File: src/hw/rtl/bmsirq_pkg.sv
// Shared types and constants for the bank mapper with scanline interrupt.
// Holds command codes, configuration indexes and the remainder unit's
// request and status structs. No dependencies.
`timescale 1ns / 1ps

package bmsirq_pkg;

  // Bus operation codes
  localparam logic [2:0] CMD_CPU_RD = 3'd0;
  localparam logic [2:0] CMD_CPU_WR = 3'd1;
  localparam logic [2:0] CMD_PPU_RD = 3'd2;
  localparam logic [2:0] CMD_PPU_WR = 3'd3;
  localparam logic [2:0] CMD_TICK   = 3'd4;

  // Configuration register indexes
  localparam logic [1:0] CFG_PRG_COUNT   = 2'd0;
  localparam logic [1:0] CFG_CHR_IS_RAM  = 2'd1;
  localparam logic [1:0] CFG_FOUR_SCREEN = 2'd2;

  // 8K window codes from address bits 14:13 of a CPU access
  localparam logic [1:0] WIN_8000 = 2'd0;
  localparam logic [1:0] WIN_A000 = 2'd1;
  localparam logic [1:0] WIN_C000 = 2'd2;
  localparam logic [1:0] WIN_E000 = 2'd3;

  // Mirroring codes
  localparam logic [1:0] MIRROR_FOUR = 2'd2;

  localparam int unsigned ByteW = 8;
  localparam int unsigned MaddrW = 21;
  localparam int unsigned NumBankRegs = 8;
  localparam logic [ByteW-1:0] MinBankCount = 8'd2;

  // Remainder unit request: one start pulse with operands
  typedef struct packed {
    logic             start;
    logic [ByteW-1:0] dividend;
    logic [ByteW-1:0] divisor;
  } bmsirq_mod_req_t;

  // Remainder unit status: done pulse with the remainder
  typedef struct packed {
    logic             done;
    logic [ByteW-1:0] rem;
  } bmsirq_mod_sts_t;

  // Sequencer states, one-hot
  typedef enum logic [2:0] {
    S_IDLE = 3'b001,
    S_MOD  = 3'b010,
    S_DONE = 3'b100
  } bmsirq_state_t;

endpackage

File: src/hw/rtl/bmsirq_modunit.sv
// Iterative restoring remainder unit, one quotient bit per cycle.
// Depends on bmsirq_pkg for operand width and request/status structs.
`timescale 1ns / 1ps

module bmsirq_modunit (
  input  logic                     clk,
  input  logic                     rst_n,
  input  bmsirq_pkg::bmsirq_mod_req_t req,
  output bmsirq_pkg::bmsirq_mod_sts_t sts
);
  import bmsirq_pkg::*;

  localparam int unsigned StepW = $clog2(ByteW);

  logic             busy_r, busy_nxt;
  logic             done_r, done_nxt;
  logic [StepW-1:0] step_r, step_nxt;
  logic [ByteW-1:0] rem_r, rem_nxt;
  logic [ByteW-1:0] dvd_r, dvd_nxt;
  logic [ByteW-1:0] dvs_r, dvs_nxt;
  logic [ByteW:0]   trial;
  logic [ByteW:0]   diff;

  // Shift in the next dividend bit and subtract when it fits
  always_comb begin
    trial    = {rem_r, dvd_r[ByteW-1]};
    diff     = trial - {1'b0, dvs_r};
    busy_nxt = busy_r;
    done_nxt = 1'b0;
    step_nxt = step_r;
    rem_nxt  = rem_r;
    dvd_nxt  = dvd_r;
    dvs_nxt  = dvs_r;
    if (req.start) begin
      busy_nxt = 1'b1;
      step_nxt = '0;
      rem_nxt  = '0;
      dvd_nxt  = req.dividend;
      dvs_nxt  = req.divisor;
    end else if (busy_r) begin
      rem_nxt  = (trial >= {1'b0, dvs_r}) ? diff[ByteW-1:0] : trial[ByteW-1:0];
      dvd_nxt  = {dvd_r[ByteW-2:0], 1'b0};
      step_nxt = step_r + 1'b1;
      if (step_r == StepW'(ByteW - 1)) begin
        busy_nxt = 1'b0;
        done_nxt = 1'b1;
      end
    end
  end

  // Hold control under reset
  always_ff @(posedge clk) begin
    if (!rst_n) begin
      busy_r <= 1'b0;
      done_r <= 1'b0;
      step_r <= '0;
    end else begin
      busy_r <= busy_nxt;
      done_r <= done_nxt;
      step_r <= step_nxt;
    end
  end

  // Advance operand registers
  always_ff @(posedge clk) begin
    rem_r <= rem_nxt;
    dvd_r <= dvd_nxt;
    dvs_r <= dvs_nxt;
  end

  assign sts.done = done_r;
  assign sts.rem  = rem_r;

endmodule

File: src/hw/rtl/bank_mapper_with_scanline_irq_core.sv
// Top level of the cartridge bank mapper with scanline interrupt counter.
// Depends on bmsirq_pkg and bmsirq_modunit (bank number remainder).
//
//   channel | direction | handshake           | payload
//   in      | input     | in_valid/in_ready   | in_cmd, in_bus_addr, in_write_data
//   out     | output    | out_valid/out_ready | out_mapped, out_mapped_addr,
//           |           |                     | out_irq_line, out_mirror_mode,
//           |           |                     | out_ram_protect
//   cfg     | input     | cfg_wr_en           | cfg_index, cfg_wdata
//
// A CPU read at 0x8000-0xDFFF goes through S_MOD, where the shared remainder unit
// works out the bank number one bit per cycle, and then S_DONE, which loads its result;
// in_ready returns as that result loads, so no new item is taken meanwhile. Every other
// item goes straight to S_DONE, and the next item follows once S_IDLE is back.
// in_ready is high in the idle state, also while a result waits in the output register.
// Reset (rst_n low, synchronous) clears all mapper state and sets the bank
// count to 2. A stalled output holds the sequencer in its final state.
`timescale 1ns / 1ps

module bank_mapper_with_scanline_irq_core (
  input  logic                          clk,
  input  logic                          rst_n,
  input  logic                          in_valid,
  output logic                          in_ready,
  input  logic [2:0]                    in_cmd,
  input  logic [15:0]                   in_bus_addr,
  input  logic [bmsirq_pkg::ByteW-1:0]  in_write_data,
  output logic                          out_valid,
  input  logic                          out_ready,
  output logic                          out_mapped,
  output logic [bmsirq_pkg::MaddrW-1:0] out_mapped_addr,
  output logic                          out_irq_line,
  output logic [1:0]                    out_mirror_mode,
  output logic [bmsirq_pkg::ByteW-1:0]  out_ram_protect,
  input  logic                          cfg_wr_en,
  input  logic [1:0]                    cfg_index,
  input  logic [bmsirq_pkg::ByteW-1:0]  cfg_wdata
);
  import bmsirq_pkg::*;

  localparam int unsigned BankIdxW = $clog2(NumBankRegs);

  // Configuration
  logic [ByteW-1:0] prg_count_r;
  logic             chr_ram_r;
  logic             four_screen_r;

  // Mapper state
  logic [ByteW-1:0] bank_sel_r, bank_sel_nxt;
  logic [ByteW-1:0] bank_regs_r [NumBankRegs];
  logic [ByteW-1:0] bank_regs_nxt [NumBankRegs];
  logic             mirror_r, mirror_nxt;
  logic [ByteW-1:0] protect_r, protect_nxt;
  logic [ByteW-1:0] reload_val_r, reload_val_nxt;
  logic [ByteW-1:0] irq_cnt_r, irq_cnt_nxt;
  logic             reload_pend_r, reload_pend_nxt;
  logic             irq_en_r, irq_en_nxt;
  logic             irq_flag_r, irq_flag_nxt;

  // Sequencer and latched item
  bmsirq_state_t    state_r, state_nxt;
  logic [2:0]       cmd_r;
  logic [15:0]      addr_r;
  logic [ByteW-1:0] data_r;
  logic [ByteW-1:0] bank_rem_r;

  // Output register
  logic              out_valid_r;
  logic              mapped_r, mapped_nxt;
  logic [MaddrW-1:0] maddr_r, maddr_nxt;
  logic              irq_line_r;
  logic [1:0]        mirror_mode_r;
  logic [ByteW-1:0]  ram_prot_r;

  bmsirq_mod_req_t  mod_req;
  bmsirq_mod_sts_t  mod_sts;

  logic             in_fire;
  logic             commit;
  logic [ByteW-1:0] count_eff;
  logic [1:0]       in_win;
  logic [1:0]       win;
  logic [ByteW-1:0] prg_bank;
  logic [12:0]      chr_a;
  logic [ByteW-1:0] chr_reg;
  logic [17:0]      chr_off;
  logic [ByteW-1:0] tick_cnt;

  assign in_ready  = (state_r == S_IDLE);
  assign in_fire   = in_valid && in_ready;
  assign commit    = (state_r == S_DONE) && (!out_valid_r || out_ready);
  assign count_eff = (prg_count_r < MinBankCount) ? MinBankCount : prg_count_r;
  assign in_win    = in_bus_addr[14:13];
  assign win       = addr_r[14:13];

  // Start the remainder for CPU reads that use register 6 or 7
  always_comb begin
    mod_req.start    = in_fire && (in_cmd == CMD_CPU_RD) && in_bus_addr[15] &&
                       (in_win != WIN_E000);
    mod_req.dividend = (in_win == WIN_A000) ? bank_regs_r[7] : bank_regs_r[6];
    mod_req.divisor  = count_eff;
  end

  bmsirq_modunit u_modunit (
    .clk   (clk),
    .rst_n (rst_n),
    .req   (mod_req),
    .sts   (mod_sts)
  );

  // Sequence one item through the states
  always_comb begin
    state_nxt = state_r;
    case (state_r)
      S_IDLE: begin
        if (in_fire) state_nxt = mod_req.start ? S_MOD : S_DONE;
      end
      S_MOD: begin
        if (mod_sts.done) state_nxt = S_DONE;
      end
      S_DONE: begin
        if (commit) state_nxt = S_IDLE;
      end
      default: state_nxt = S_IDLE;
    endcase
  end

  // Map a program window
  always_comb begin
    case (win)
      WIN_8000: prg_bank = bank_sel_r[6] ? count_eff - 8'd2 : bank_rem_r;
      WIN_A000: prg_bank = bank_rem_r;
      WIN_C000: prg_bank = bank_sel_r[6] ? bank_rem_r : count_eff - 8'd2;
      default:  prg_bank = count_eff - 8'd1;
    endcase
  end

  // Map a character window, with the 4K halves optionally swapped
  always_comb begin
    chr_a = addr_r[12:0] ^ {bank_sel_r[7], 12'd0};
    if (!chr_a[12]) begin
      chr_reg = bank_regs_r[BankIdxW'(chr_a[11])];
      chr_off = {chr_reg[ByteW-1:1], chr_a[10:0]};
    end else begin
      chr_reg = bank_regs_r[BankIdxW'(3'd2 + {1'b0, chr_a[11:10]})];
      chr_off = {chr_reg, chr_a[9:0]};
    end
  end

  assign tick_cnt = (irq_cnt_r == '0 || reload_pend_r) ? reload_val_r : irq_cnt_r - 8'd1;

  // Work out the result and the next mapper state
  always_comb begin
    bank_sel_nxt    = bank_sel_r;
    bank_regs_nxt   = bank_regs_r;
    mirror_nxt      = mirror_r;
    protect_nxt     = protect_r;
    reload_val_nxt  = reload_val_r;
    irq_cnt_nxt     = irq_cnt_r;
    reload_pend_nxt = reload_pend_r;
    irq_en_nxt      = irq_en_r;
    irq_flag_nxt    = irq_flag_r;
    mapped_nxt      = 1'b0;
    maddr_nxt       = '0;
    case (cmd_r)
      CMD_CPU_RD: begin
        if (addr_r[15]) begin
          mapped_nxt = 1'b1;
          maddr_nxt  = {prg_bank, addr_r[12:0]};
        end
      end
      CMD_CPU_WR: begin
        if (addr_r[15]) begin
          case (win)
            WIN_8000: begin
              if (!addr_r[0]) bank_sel_nxt = data_r;
              else bank_regs_nxt[bank_sel_r[BankIdxW-1:0]] = data_r;
            end
            WIN_A000: begin
              if (!addr_r[0]) mirror_nxt = data_r[0];
              else protect_nxt = data_r;
            end
            WIN_C000: begin
              if (!addr_r[0]) reload_val_nxt = data_r;
              else reload_pend_nxt = 1'b1;
            end
            default: begin
              if (!addr_r[0]) begin
                irq_en_nxt   = 1'b0;
                irq_flag_nxt = 1'b0;
              end else begin
                irq_en_nxt = 1'b1;
              end
            end
          endcase
        end
      end
      CMD_PPU_RD: begin
        if (addr_r[15:13] == 3'd0) begin
          mapped_nxt = 1'b1;
          maddr_nxt  = chr_ram_r ? MaddrW'(addr_r[12:0]) : MaddrW'(chr_off);
        end
      end
      CMD_PPU_WR: begin
        if (addr_r[15:13] == 3'd0 && chr_ram_r) begin
          mapped_nxt = 1'b1;
          maddr_nxt  = MaddrW'(addr_r[12:0]);
        end
      end
      CMD_TICK: begin
        irq_cnt_nxt     = tick_cnt;
        reload_pend_nxt = 1'b0;
        if (tick_cnt == '0 && irq_en_r) irq_flag_nxt = 1'b1;
      end
      default: begin
      end
    endcase
  end

  // Hold control, configuration and mapper state
  always_ff @(posedge clk) begin
    if (!rst_n) begin
      state_r       <= S_IDLE;
      out_valid_r   <= 1'b0;
      prg_count_r   <= MinBankCount;
      chr_ram_r     <= 1'b0;
      four_screen_r <= 1'b0;
      bank_sel_r    <= '0;
      for (int i = 0; i < NumBankRegs; i++) bank_regs_r[i] <= '0;
      mirror_r      <= 1'b0;
      protect_r     <= '0;
      reload_val_r  <= '0;
      irq_cnt_r     <= '0;
      reload_pend_r <= 1'b0;
      irq_en_r      <= 1'b0;
      irq_flag_r    <= 1'b0;
    end else begin
      state_r <= state_nxt;
      if (commit) out_valid_r <= 1'b1;
      else if (out_ready) out_valid_r <= 1'b0;
      if (cfg_wr_en) begin
        case (cfg_index)
          CFG_PRG_COUNT:   prg_count_r   <= cfg_wdata;
          CFG_CHR_IS_RAM:  chr_ram_r     <= cfg_wdata[0];
          CFG_FOUR_SCREEN: four_screen_r <= cfg_wdata[0];
          default: begin
          end
        endcase
      end
      if (commit) begin
        bank_sel_r    <= bank_sel_nxt;
        bank_regs_r   <= bank_regs_nxt;
        mirror_r      <= mirror_nxt;
        protect_r     <= protect_nxt;
        reload_val_r  <= reload_val_nxt;
        irq_cnt_r     <= irq_cnt_nxt;
        reload_pend_r <= reload_pend_nxt;
        irq_en_r      <= irq_en_nxt;
        irq_flag_r    <= irq_flag_nxt;
      end
    end
  end

  // Latch the item, the bank remainder and the result payload
  always_ff @(posedge clk) begin
    if (in_fire) begin
      cmd_r  <= in_cmd;
      addr_r <= in_bus_addr;
      data_r <= in_write_data;
    end
    if (mod_sts.done) bank_rem_r <= mod_sts.rem;
    if (commit) begin
      mapped_r      <= mapped_nxt;
      maddr_r       <= maddr_nxt;
      irq_line_r    <= irq_flag_nxt;
      mirror_mode_r <= four_screen_r ? MIRROR_FOUR : {1'b0, mirror_nxt};
      ram_prot_r    <= protect_nxt;
    end
  end

  assign out_valid       = out_valid_r;
  assign out_mapped      = mapped_r;
  assign out_mapped_addr = maddr_r;
  assign out_irq_line    = irq_line_r;
  assign out_mirror_mode = mirror_mode_r;
  assign out_ram_protect = ram_prot_r;

endmodule

File: config.mk
export PLATFORM = sky130hd
export DESIGN_NAME = bank_mapper_with_scanline_irq_core
export DESIGN_NICKNAME = d
export VERILOG_FILES = /design/src/hw/rtl/bmsirq_pkg.sv /design/src/hw/rtl/bmsirq_modunit.sv /design/src/hw/rtl/bank_mapper_with_scanline_irq_core.sv
export SDC_FILE = /design/constraint.sdc
export NUM_CORES = 1
export LEC_CHECK = 0
export BUFFER_PORTS_ARGS = -buffer_cell sky130_fd_sc_hd__buf_2
export CAP_MARGIN = 25
export CORE_MARGIN = 3
export CORE_UTILIZATION = 55
export DETAILED_ROUTE_END_ITERATION = 8
export PLACE_DENSITY = 0.71
export REMOVE_ABC_BUFFERS = 1
export SYNTH_ARGS = -nofsm -noshare
export SYNTH_HDL_FRONTEND = slang
export SYNTH_HIERARCHICAL = 1
export SYNTH_SLANG_ARGS = --single-unit
File: constraint.sdc
create_clock -name clk -period 5.4 [get_ports clk]
set_input_delay 0.27 -clock clk [delete_from_list [all_inputs] [get_ports clk]]
set_output_delay 0.27 -clock clk [all_outputs]
set_load 0.005 [all_outputs]
==> flow_summary_export.csv, run 1 <==
group,metric,value,unit
synthesis,syn_avg_cell_area,10.8,um2
placed_design,dpl.hpwl,14400,um
final_layout,layout.nets,1052,
cts,htreeDepth,1,
power_and_ir_drop,pwr_density_cell,305,nW/um2
routing,drc_errors,0,
sta,rsz0062_at_grt,"false",
worst_setup_path,path_class,"register to register",
sta,final_max_slew_viol_count,0,
sta,worst_clock_skew,0.00846,ns
sta,worst_pin_slew,1.03,ns
global_routing,track_usage,0.223,
global_routing,grt_start_max_net_pins,114,
cts,ctsLongestPathBuffers,3,
cts,clkLatencyLatePin,0.50,ns
power_and_ir_drop,p_leak,4.05,nW
cts,clk_pin_slew,0.06,ns
worst_setup_path,cp.required,5.64,ns
run_status,status,"finished, final reports clean",
final_layout,final_common_cell,"dfxtp_1",
synthesis,yosysTopAreaCell,"edfxtp_1",
sta,max_freq,354,MHz
sta,hold_violations,0,
worst_setup_path,cp-start-kind,"register",
placed_design,place_congestion,0.907,
cts,cts_buffers,22,
global_routing,grt_pass1_wl,35900,um
worst_setup_path,end_kind,"register",
sta,fin_ws,2.57,ns
routing,routedWlPerCell,18.0,um
floorplan,die_w,140,um
synthesis,synth_cell_types,75,
sta,slew_headroom,0.306,
routing,routed_wl,22300,um
routing,via_per_inst,5.67,
synthesis,synth_flop_cell,"dfxtp_1",
synthesis,synth_edf_count,84,
global_routing,grt_remaining_overflow,0,
sta,final.min_clock_period,2.83,ns
global_routing,antenna_found_initial,0,
placed_design,dp.cells,1168,
final_layout,final_area,11300,um2
cts,cts.sinks,206,
cts,cts_tree,"built",
synthesis,yosys_warnings,6,
min_path,holdPathStages,3,
floorplan,ioPinCount,77,
floorplan,start_util,0.568,
routing,drt_iter0_drc,413,
final_layout,instances_no_fill,1234,
synthesis,synth_cells,923,
placed_design,dpl_worst_slack,2.61,ns
placed_design,dpl_cell_area,10400,um2
global_routing,grt_pass1_vias,6816,
synthesis,synth_seq_cells,206,
floorplan,row_count,48,
worst_setup_path,cp_max_fo,10,
cts,cts-root-buf,"clkbuf_16",
synthesis,ys_seq_area_frac,0.500,
worst_setup_path,reg2reg_depth,8,
sta,tns,0,ns
final_layout,area_growth_syn_to_layout,13.9,%
synthesis,async_reset_ff_frac,0,
floorplan,coreArea,17500,um2
sta,period_share,0.523,
synthesis,synthTopCellsByArea,"edfxtp_1 25%, dfxtp_1 25%, mux2i_1 9.1%",
run,cap_violations,0,
cts,post_cts_buffers,0,
floorplan,die_area,19700,um2
final_layout,final.fill_count,1367,
sta,setup_viol,0,
final_layout,drive_gt1_frac,0.167,
worst_setup_path,r2r_slack,2.57,ns
power_and_ir_drop,ir_drop,0.000241,V
routing,drtAntennaViolNets,0,
synthesis,syn-cell-area,9920,um2
routing,num_vias,6993,
routing,dr.pass1.iters,5,
final_layout,layout_common_cells,"122 x dfxtp_1, 90 x mux2i_1, 84 x edfxtp_1, 81 x nor2b_1, 76 x buf_2",
synthesis,yosysTopAreaCellShare,0.254,
placed_design,port_buffers,76,
floorplan,die_h,140,um
worst_setup_path,cp.arrival,3.06,ns
final_layout,num_antenna_cells,0,
min_path,worstHoldPathType,"primary input to register",
==> through the flow <==
step                hold slack [ns]  total power, W  utilization
finish                       0.0341         0.00345        0.647
global route                 0.0637         0.00358        0.647
CTS                          0.0242         0.00348        0.647
detailed placement            0.449         0.00208        0.593
global placement              0.447         0.00208        0.593
floorplan                     0.332         0.00196            -
==> synth_stat cells, drive strengths merged (3+ instances only) <==
| master | instances |
|---|---|
| nand2 | 62 |
| nor2 | 60 |
| and3 | 5 |
| nor4b | 4 |
| ha | 14 |
| nor3 | 17 |
| or3 | 5 |
| o31ai | 7 |
| a21oi | 29 |
| a21boi | 18 |
| o211ai | 9 |
| o22ai | 5 |
| o21ai | 28 |
| edfxtp | 84 |
| buf | 20 |
| o221ai | 5 |
| xnor2 | 6 |
| mux2 | 23 |
| mux2i | 90 |
| nand2b | 16 |
| nor2b | 81 |
| or3b | 4 |
| o2bb2ai | 3 |
| nand3 | 23 |
| nand3b | 3 |
| xor2 | 7 |
| nor4 | 12 |
| a21o | 3 |
| o21a | 5 |
| dfxtp | 122 |
| inv | 25 |
| nand4 | 6 |
| and2 | 17 |
| a31oi | 3 |
| clkbuf | 43 |
| mux4 | 7 |
| nor3b | 16 |
==> final timing paths <==
kind	start	end
max reg2reg	prg_count_r[4]	out_mapped_addr[17]
min	cfg_wdata[7]	prg_count_r[7]
max	prg_count_r[4]	out_mapped_addr[17]
min reg2reg	mirror_r	mirror_r
==> what timing repair did <==
action,4_1_cts,5_1_grt
setup endpoints to repair,0,0
hold endpoints to repair,28,0
resized for setup,0,0
hold buffers,28,0
==> critical path: stages, from the launching register on <==
cell	delay [ns]
dfxtp_1	0.41
nor4_1	0.66
a21bo_2	0.27
ha_1	0.18
or3b_2	0.48
xnor2_1	0.15
o221a_2	0.25
o221ai_1	0.06
o21ai_0	0.10
==> sequential cells by signal, summed over array words and instances, names as in the netlist, 2 cells and up <==
signal and flops:
u_modunit/dvs_r 8, reload_val_r 8, cmd_r 3, u_modunit/rem_r 8, prg_count_r 8, bank_sel_r 5
out_mirror_mode 2, u_modunit/dvd_r 8, state_r 3, data_r 8, addr_r 16, bank_rem_r 8
u_modunit/step_r 3, protect_r 8, out_mapped_addr 21, out_ram_protect 8, bank_regs_r 62, irq_cnt_r 8
==> report_power, final <==
| part | switching (W) | internal, W | leakage, nW |
|---|---|---|---|
| sequential | 0.0000920 | 0.00168 | 1.78 |
| clock | 0.000583 | 0.000799 | 0.331 |
| combinational | 0.000156 | 0.000139 | 1.94 |
==> kinds of logic after synthesis <==
kind of cell / Yosys count / share of synthesized area
and+or+nand+nor: 343 / 0.202
AOI/OAI and AO/OA: 137 / 0.0949
muxes: 120 / 0.133
adders and majority gates: 15 / 0.0197
xor gates and xnor gates: 13 / 0.0115
DFF: 206 / 0.500
buffers and inverters: 89 / 0.0388
==> routing by layer <==
| metal | global-route usage | part of all wire | up-vias |
|---|---|---|---|
| met3 | 0.0318 | 0.041 | 44 |
| met4 | 0.0653 | 0.029 | 0 |
| met2 | 0.367 | 0.48 | 151 |
| li1 | - | - | 3446 |
| met5 | 0 | 0 | - |
| met1 | 0.308 | 0.45 | 3352 |
==> area by class of cell <==
type	instances	area, um2	share of cell area
Tap cell	225	282	0.0249
Clock buffer	29	618	0.0547
Multi-Input combinational cell	628	4590	0.406
Sequential cell	206	4960	0.439
Clock inverter	9	41.3	0.00365
Timing Repair Buffer	111	713	0.0631
Inverter	26	97.6	0.00863
Note: power is estimated with default switching activity, not from simulation.
==> inputs of run 2 (changes only) <==
ABC_AREA = 1   (was default)
CORE_UTILIZATION = 54   (was 55)
PLACE_DENSITY = 0.73   (was 0.71)
clock period = 2.52 ns   (was 5.4 ns; I/O delays follow)
==> run 2 against run 1 <==
Effect of this change:
- final cell count increased by 19%
- largest cell class unchanged
- clock skew rose by 0.0070 ns
- global-route usage rose by 0.078 points
- flip-flop and latch count unchanged
==> flow_summary_export.csv, run 2 <==
group,metric,value,unit
run_status,status,"finished, final reports clean",
final_layout,num_antenna_cells,0,
routing,drt_iter0_drc,519,
sta,max_freq,442,MHz
cts,cts-root-buf,"clkbuf_16",
sta,final_max_slew_viol_count,0,
cts,htreeDepth,1,
routing,routed_wl,21800,um
final_layout,top_register,"bank_regs_r",
floorplan,die_area,19100,um2
worst_setup_path,cp.arrival,2.51,ns
synthesis,ys_seq_area_frac,0.525,
final_layout,final_common_cell,"inv_1",
synthesis,synth_seq_cells,206,
sta,period_share,0.898,
cts,cts.sinks,206,
synthesis,synth_cells,1127,
worst_setup_path,cp.required,2.77,ns
routing,drtAntennaViolNets,0,
sta,worst_clock_skew,0.0155,ns
global_routing,track_usage,0.224,
final_layout,layout.nets,1284,
worst_setup_path,cp_max_fo,7,
global_routing,grt_pass1_vias,7149,
min_path,worstHoldPathType,"primary input to register",
synthesis,synthTopCellsByArea,"edfxtp_1 27%, dfxtp_1 26%, inv_1 7.5%",
run,cap_violations,0,
floorplan,start_util,0.560,
floorplan,row_count,47,
final_layout,largest_reg_flops,62,
cts,ctsLongestPathBuffers,3,
synthesis,synth_flop_cell,"dfxtp_1",
sta,setup_viol,0,
sta,rsz0062_at_grt,"false",
floorplan,ioPinCount,77,
final_layout,layout_common_cells,"189 x inv_1, 166 x nand2_1, 134 x o21ai_0, 122 x dfxtp_1, 119 x a21oi_1",
synthesis,yosysTopAreaCell,"edfxtp_1",
synthesis,synth_cell_types,50,
final_layout,multi_input_comb_area,3510,um2
final_layout,final_util,0.658,
cts,clk_pin_slew,0.06,ns
routing,drc_errors,0,
routing,num_vias,7612,
sta,hold_violations,0,
sta,worst_pin_slew,0.640,ns
cts,cts_buffers,22,
synthesis,yosysTopAreaCellShare,0.267,
routing,via_per_inst,5.20,
global_routing,grt_pass1_wl,35700,um
synthesis,ys_top_cells_by_count,"189 x inv_1, 166 x nand2_1, 134 x o21ai_0",
global_routing,grt_remaining_overflow,0,
synthesis,synth_edf_count,84,
final_layout,final.fill_count,1414,
routing,dr.pass1.iters,5,
placed_design,place_congestion,0.877,
synthesis,syn_avg_cell_area,8.39,um2
synthesis,yosys_warnings,6,
floorplan,die_h,138,um
cts,clkLatencyLatePin,0.52,ns
global_routing,grt_start_max_net_pins,66,
power_and_ir_drop,pwr_density_cell,690,nW/um2
cts,post_cts_buffers,0,
power_and_ir_drop,p_leak,4.56,nW
synthesis,async_reset_ff_frac,0,
floorplan,die_w,138,um
placed_design,port_buffers,76,
power_and_ir_drop,ir_drop,0.000584,V
worst_setup_path,end_kind,"register",
worst_setup_path,cp-start-kind,"register",
synthesis,yosysMostFrequentCell,"inv_1",
cts,cts_tree,"built",
synthesis,syn-cell-area,9450,um2
sta,final.min_clock_period,2.26,ns
placed_design,dpl.hpwl,14400,um
final_layout,seq_area,4960,um2
routing,routedWlPerCell,14.9,um
sta,slew_headroom,0.572,
worst_setup_path,path_class,"register to register",
global_routing,antenna_found_initial,0,
sta,worst_hold_slack,0.0149,ns
final_layout,area_growth_syn_to_layout,17.5,%
final_layout,drive_gt1_frac,0.133,
floorplan,coreArea,16900,um2
-- run 2: changes by cell type after synthesis, sizes merged, moves of 81 or more --
cell / delta
mux2i: -89
nand2: +117
o21ai: +121
inv: +171
nor2b: -81
a21oi: +92
-- run 2: repair_timing --
item / 4_1_cts / 5_1_grt
hold buffers: 42 / 0
endpoints found under the setup margin: 0 / 1
gates resized for setup: 0 / 1
hold endpoints to repair: 39 / 0
-- run 2: power by group --
group          total, W  switching [W]  internal (W)
clock           0.00323        0.00130       0.00193
combinational  0.000709       0.000446      0.000263
sequential      0.00372       0.000117       0.00360
total           0.00766        0.00186       0.00580
-- run 2: final cells by class --
| cell class | count | share of cell area |
|---|---|---|
| Clock buffer | 28 | 0.0516 |
| Sequential cell | 206 | 0.447 |
| Tap cell | 220 | 0.0248 |
| Multi-Input combinational cell | 672 | 0.316 |
| Clock inverter | 12 | 0.0145 |
| Timing Repair Buffer | 126 | 0.0786 |
| Inverter | 199 | 0.0673 |
-- run 2: final timing paths --
path,endpoint,slack (ns),start,cells past startpoint
worst max-delay path,out_mapped_addr[20],0.26,prg_count_r[4],12
worst min-delay path,chr_ram_r,0.01,cfg_index[1],4
worst max register to register,out_mapped_addr[20],0.26,prg_count_r[4],12
worst min register to register,bank_regs_r[17],0.44,bank_regs_r[17],2
-- run 2: routing by layer --
metal / up-vias / part of all wire / global-route usage
li1: 3901 / - / -
met1: 3472 / 0.46 / 0.315
met2: 206 / 0.46 / 0.363
met3: 33 / 0.057 / 0.0369
met4: 0 / 0.018 / 0.0567
met5: - / 0 / 0
-- run 2: kinds of logic after synthesis --
kind of cell | count (synthesis) | synth area share
flops | 206 | 0.525
buf+inv | 249 | 0.104
fa+ha+maj | 15 | 0.0207
simple gates | 337 | 0.162
xor+xnor | 11 | 0.0102
compound gates | 308 | 0.176
mux | 1 | 0.00106
-- run 2: worst max-delay path: stages, from the launching register on --
cell and delay, ns:
dfxtp_1 0.44, nor2_1 0.09, nand2_1 0.13, nor2_1 0.08
nor2_2 0.24, ha_1 0.25, nand2_1 0.09, nor2_1 0.16
nand3_1 0.11, nand2_1 0.06, o21ai_0 0.07, a21boi_0 0.22
nor3_2 0.07
-- run 2: stage by stage --
stage	instance area, um2	setup WS [ns]	total power (W)	std cells	setup TNS [ns]
floorplan	9210	-0.332	0.00417	1077	-3.41
CTS	11100	0.138	0.00770	1463	0
detailed placement	9950	0.177	0.00443	1381	0
global route	11100	0.0722	0.00796	1463	0
finish	11100	0.258	0.00766	1463	0
global placement	9950	0.195	0.00442	1381	0
==> inputs of run 3 (changes only) <==
CORE_UTILIZATION = 55   (was 54)
CTS_BUF_LIST = sky130_fd_sc_hd__clkbuf_4 sky130_fd_sc_hd__clkbuf_8   (was default)
PLACE_DENSITY = 0.71   (was 0.73)
clock period = 2.1 ns   (was 2.52 ns; I/O delays follow)
==> run 3 against run 2 <==
Effect of this change:
- largest power group unchanged
- combinational power increased by 25%
- largest cell class unchanged
- critical path type unchanged
- highest routed layer unchanged
- sequential power increased by 20%
- via count increased by 1.3%
- setup slack got worse by 0.19 ns
- cell area increased by 0.72%
- clock power increased by 8.7%
==> flow_summary_export.csv, run 3 (synthesis results as in run 2) <==
group,metric,value,unit
cts,cts.sinks,206,
routing,num_vias,7709,
routing,dr.pass1.iters,5,
worst_setup_path,r2r_end,"out_mapped_addr[18]",
worst_setup_path,path_class,"register to register",
cts,ctsLongestPathBuffers,3,
worst_setup_path,cp.arrival,2.27,ns
min_path,worstHoldPathType,"primary input to register",
min_path,holdPathEnd,"chr_ram_r",
placed_design,port_buffers,76,
final_layout,drive_gt1_frac,0.164,
final_layout,largest_reg_flops,62,
power_and_ir_drop,p_leak,4.64,nW
cts,htreeDepth,2,
final_layout,top_register,"bank_regs_r",
sta,max_freq,493,MHz
sta,slew_headroom,0.597,
placed_design,dpl.hpwl,14800,um
floorplan,row_count,47,
final_layout,num_antenna_cells,0,
worst_setup_path,worstPathCellList,"nor2_2 -> nand2_2 -> nor2_2 -> nor2_1 -> buf_4 -> ha_1 -> nand2_1 -> nand2_1 -> inv_1 -> nand3_1 -> xor2_1 -> a21oi_1",
sta,worst_hold_slack,0.110,ns
sta,period_share,0.967,
cts,clk_pin_slew,0.06,ns
routing,routed_wl,22300,um
global_routing,track_usage,0.239,
routing,drt_iter0_drc,471,
routing,routedWlPerCell,14.9,um
floorplan,die_w,137,um
sta,final.min_clock_period,2.03,ns
routing,drtAntennaViolNets,0,
placed_design,dpl_worst_slack,0.0148,ns
power_and_ir_drop,pwr_density_cell,791,nW/um2
floorplan,die_h,137,um
sta,hold_violations,0,
final_layout,final.fill_count,1353,
power_and_ir_drop,ir_drop,0.000687,V
floorplan,start_util,0.566,
final_layout,final_common_cell,"inv_1",
worst_setup_path,cp-start-kind,"register",
global_routing,grt_remaining_overflow,0,
worst_setup_path,crit_slowest_cell,"dfxtp_1",
sta,fin_ws,0.0697,ns
global_routing,antenna_found_initial,0,
min_path,holdPathStages,5,
run_status,status,"finished, final reports clean",
floorplan,ioPinCount,77,
min_path,hold_start,"cfg_index[0]",
global_routing,grt_pass1_wl,35600,um
final_layout,layout.nets,1308,
cts,cts_buffers,34,
worst_setup_path,r2r_slack,0.07,ns
global_routing,grt_start_max_net_pins,55,
sta,rsz0062_at_grt,"true",
run,cap_violations,0,
final_layout,multi_input_comb_area,3530,um2
floorplan,coreArea,16700,um2
worst_setup_path,cp.required,2.34,ns
worst_setup_path,cp_max_fo,5,
final_layout,area_growth_syn_to_layout,18.4,%
cts,cts_tree,"built",
floorplan,die_area,18800,um2
placed_design,place_congestion,0.871,
cts,clkLatencyLatePin,0.51,ns
sta,setup_viol,0,
final_layout,seq_area,4970,um2
sta,final_max_slew_viol_count,0,
worst_setup_path,crit_start,"prg_count_r[3]",
cts,cts-root-buf,"clkbuf_8",
routing,drc_errors,0,
final_layout,layout_common_cells,"188 x inv_1, 165 x nand2_1, 134 x o21ai_0, 120 x dfxtp_1, 119 x a21oi_1",
worst_setup_path,slowest_delay,0.32,ns
worst_setup_path,r2r_start,"prg_count_r[3]",
global_routing,grt_pass1_vias,7217,
worst_setup_path,end_kind,"register",
sta,worst_clock_skew,0.0189,ns
worst_setup_path,reg2reg_depth,12,
routing,via_per_inst,5.15,
sta,worst_pin_slew,0.600,ns
## run 3: layer usage
metal  vias to the layer above  track usage  part of all wire  wire (um)
li1                       3947            -                 -          -
met1                      3503        0.340              0.46      10200
met2                       218        0.376              0.46      10200
met3                        41       0.0353             0.060       1340
met4                         0       0.0771             0.024        524
met5                         -            0                 0          0
## run 3: worst max path at each step
| stage | to | slack, ns | depth (start not counted) |
|---|---|---|---|
| 2_1_floorplan | u_modunit/dvd_r[0] | -0.75 | 5 |
| 3_3_place_gp | out_mapped_addr[20] | 0.11 | 12 |
| 3_5_place_dp | out_mapped_addr[20] | 0.01 | 12 |
| 4_1_cts | out_mapped_addr[20] | 0.004 | 12 |
| 5_1_grt | out_mapped_addr[18] | -0.15 | 12 |
| 6_report | out_mapped_addr[18] | 0.07 | 12 |
## run 3: repair_timing
item                                   in CTS  in global routing
resized for setup                           0                 11
setup buffers                               0                  3
hold buffers                               45                  0
setup endpoints to repair                   0                  6
endpoints found under the hold margin      50                  0
## run 3: worst max-delay path, delay by kind of cell, from the launching register on
family	cells	cell delay [ns]
AND/OR/NAND/NOR	7	0.75
flip-flops	1	0.32
buffers and inverters	2	0.24
adder cells (fa/ha/maj)	1	0.18
XOR/XNOR	1	0.17
AO/OA/AOI/OAI	1	0.09
## run 3: area by class of cell
class / count / share of cell area
Timing Repair Buffer: 138 / 0.0868
Inverter: 199 / 0.0668
Clock buffer: 57 / 0.0601
Tap cell: 220 / 0.0246
Clock inverter: 5 / 0.00190
Sequential cell: 206 / 0.444
Multi-Input combinational cell: 672 / 0.316
## run 3: through the flow
stage / instances / instance area [um2] / util / total power (W) / TNS [ns]
after global placement: 1387 / 9990 / 0.598 / 0.00532 / 0
after global routing: 1497 / 11200 / 0.670 / 0.00921 / -0.186
after floorplan: 1077 / 9210 / - / 0.00500 / -19.53
after detailed placement: 1387 / 9990 / 0.598 / 0.00533 / 0
after CTS: 1494 / 11100 / 0.667 / 0.00888 / 0
final: 1497 / 11200 / 0.670 / 0.00885 / 0
## run 3: report_power, final
group | internal, W | switching (W)
sequential | 0.00432 | 0.000135
clock | 0.00201 | 0.00150
combinational | 0.000333 | 0.000552
total | 0.00667 | 0.00219
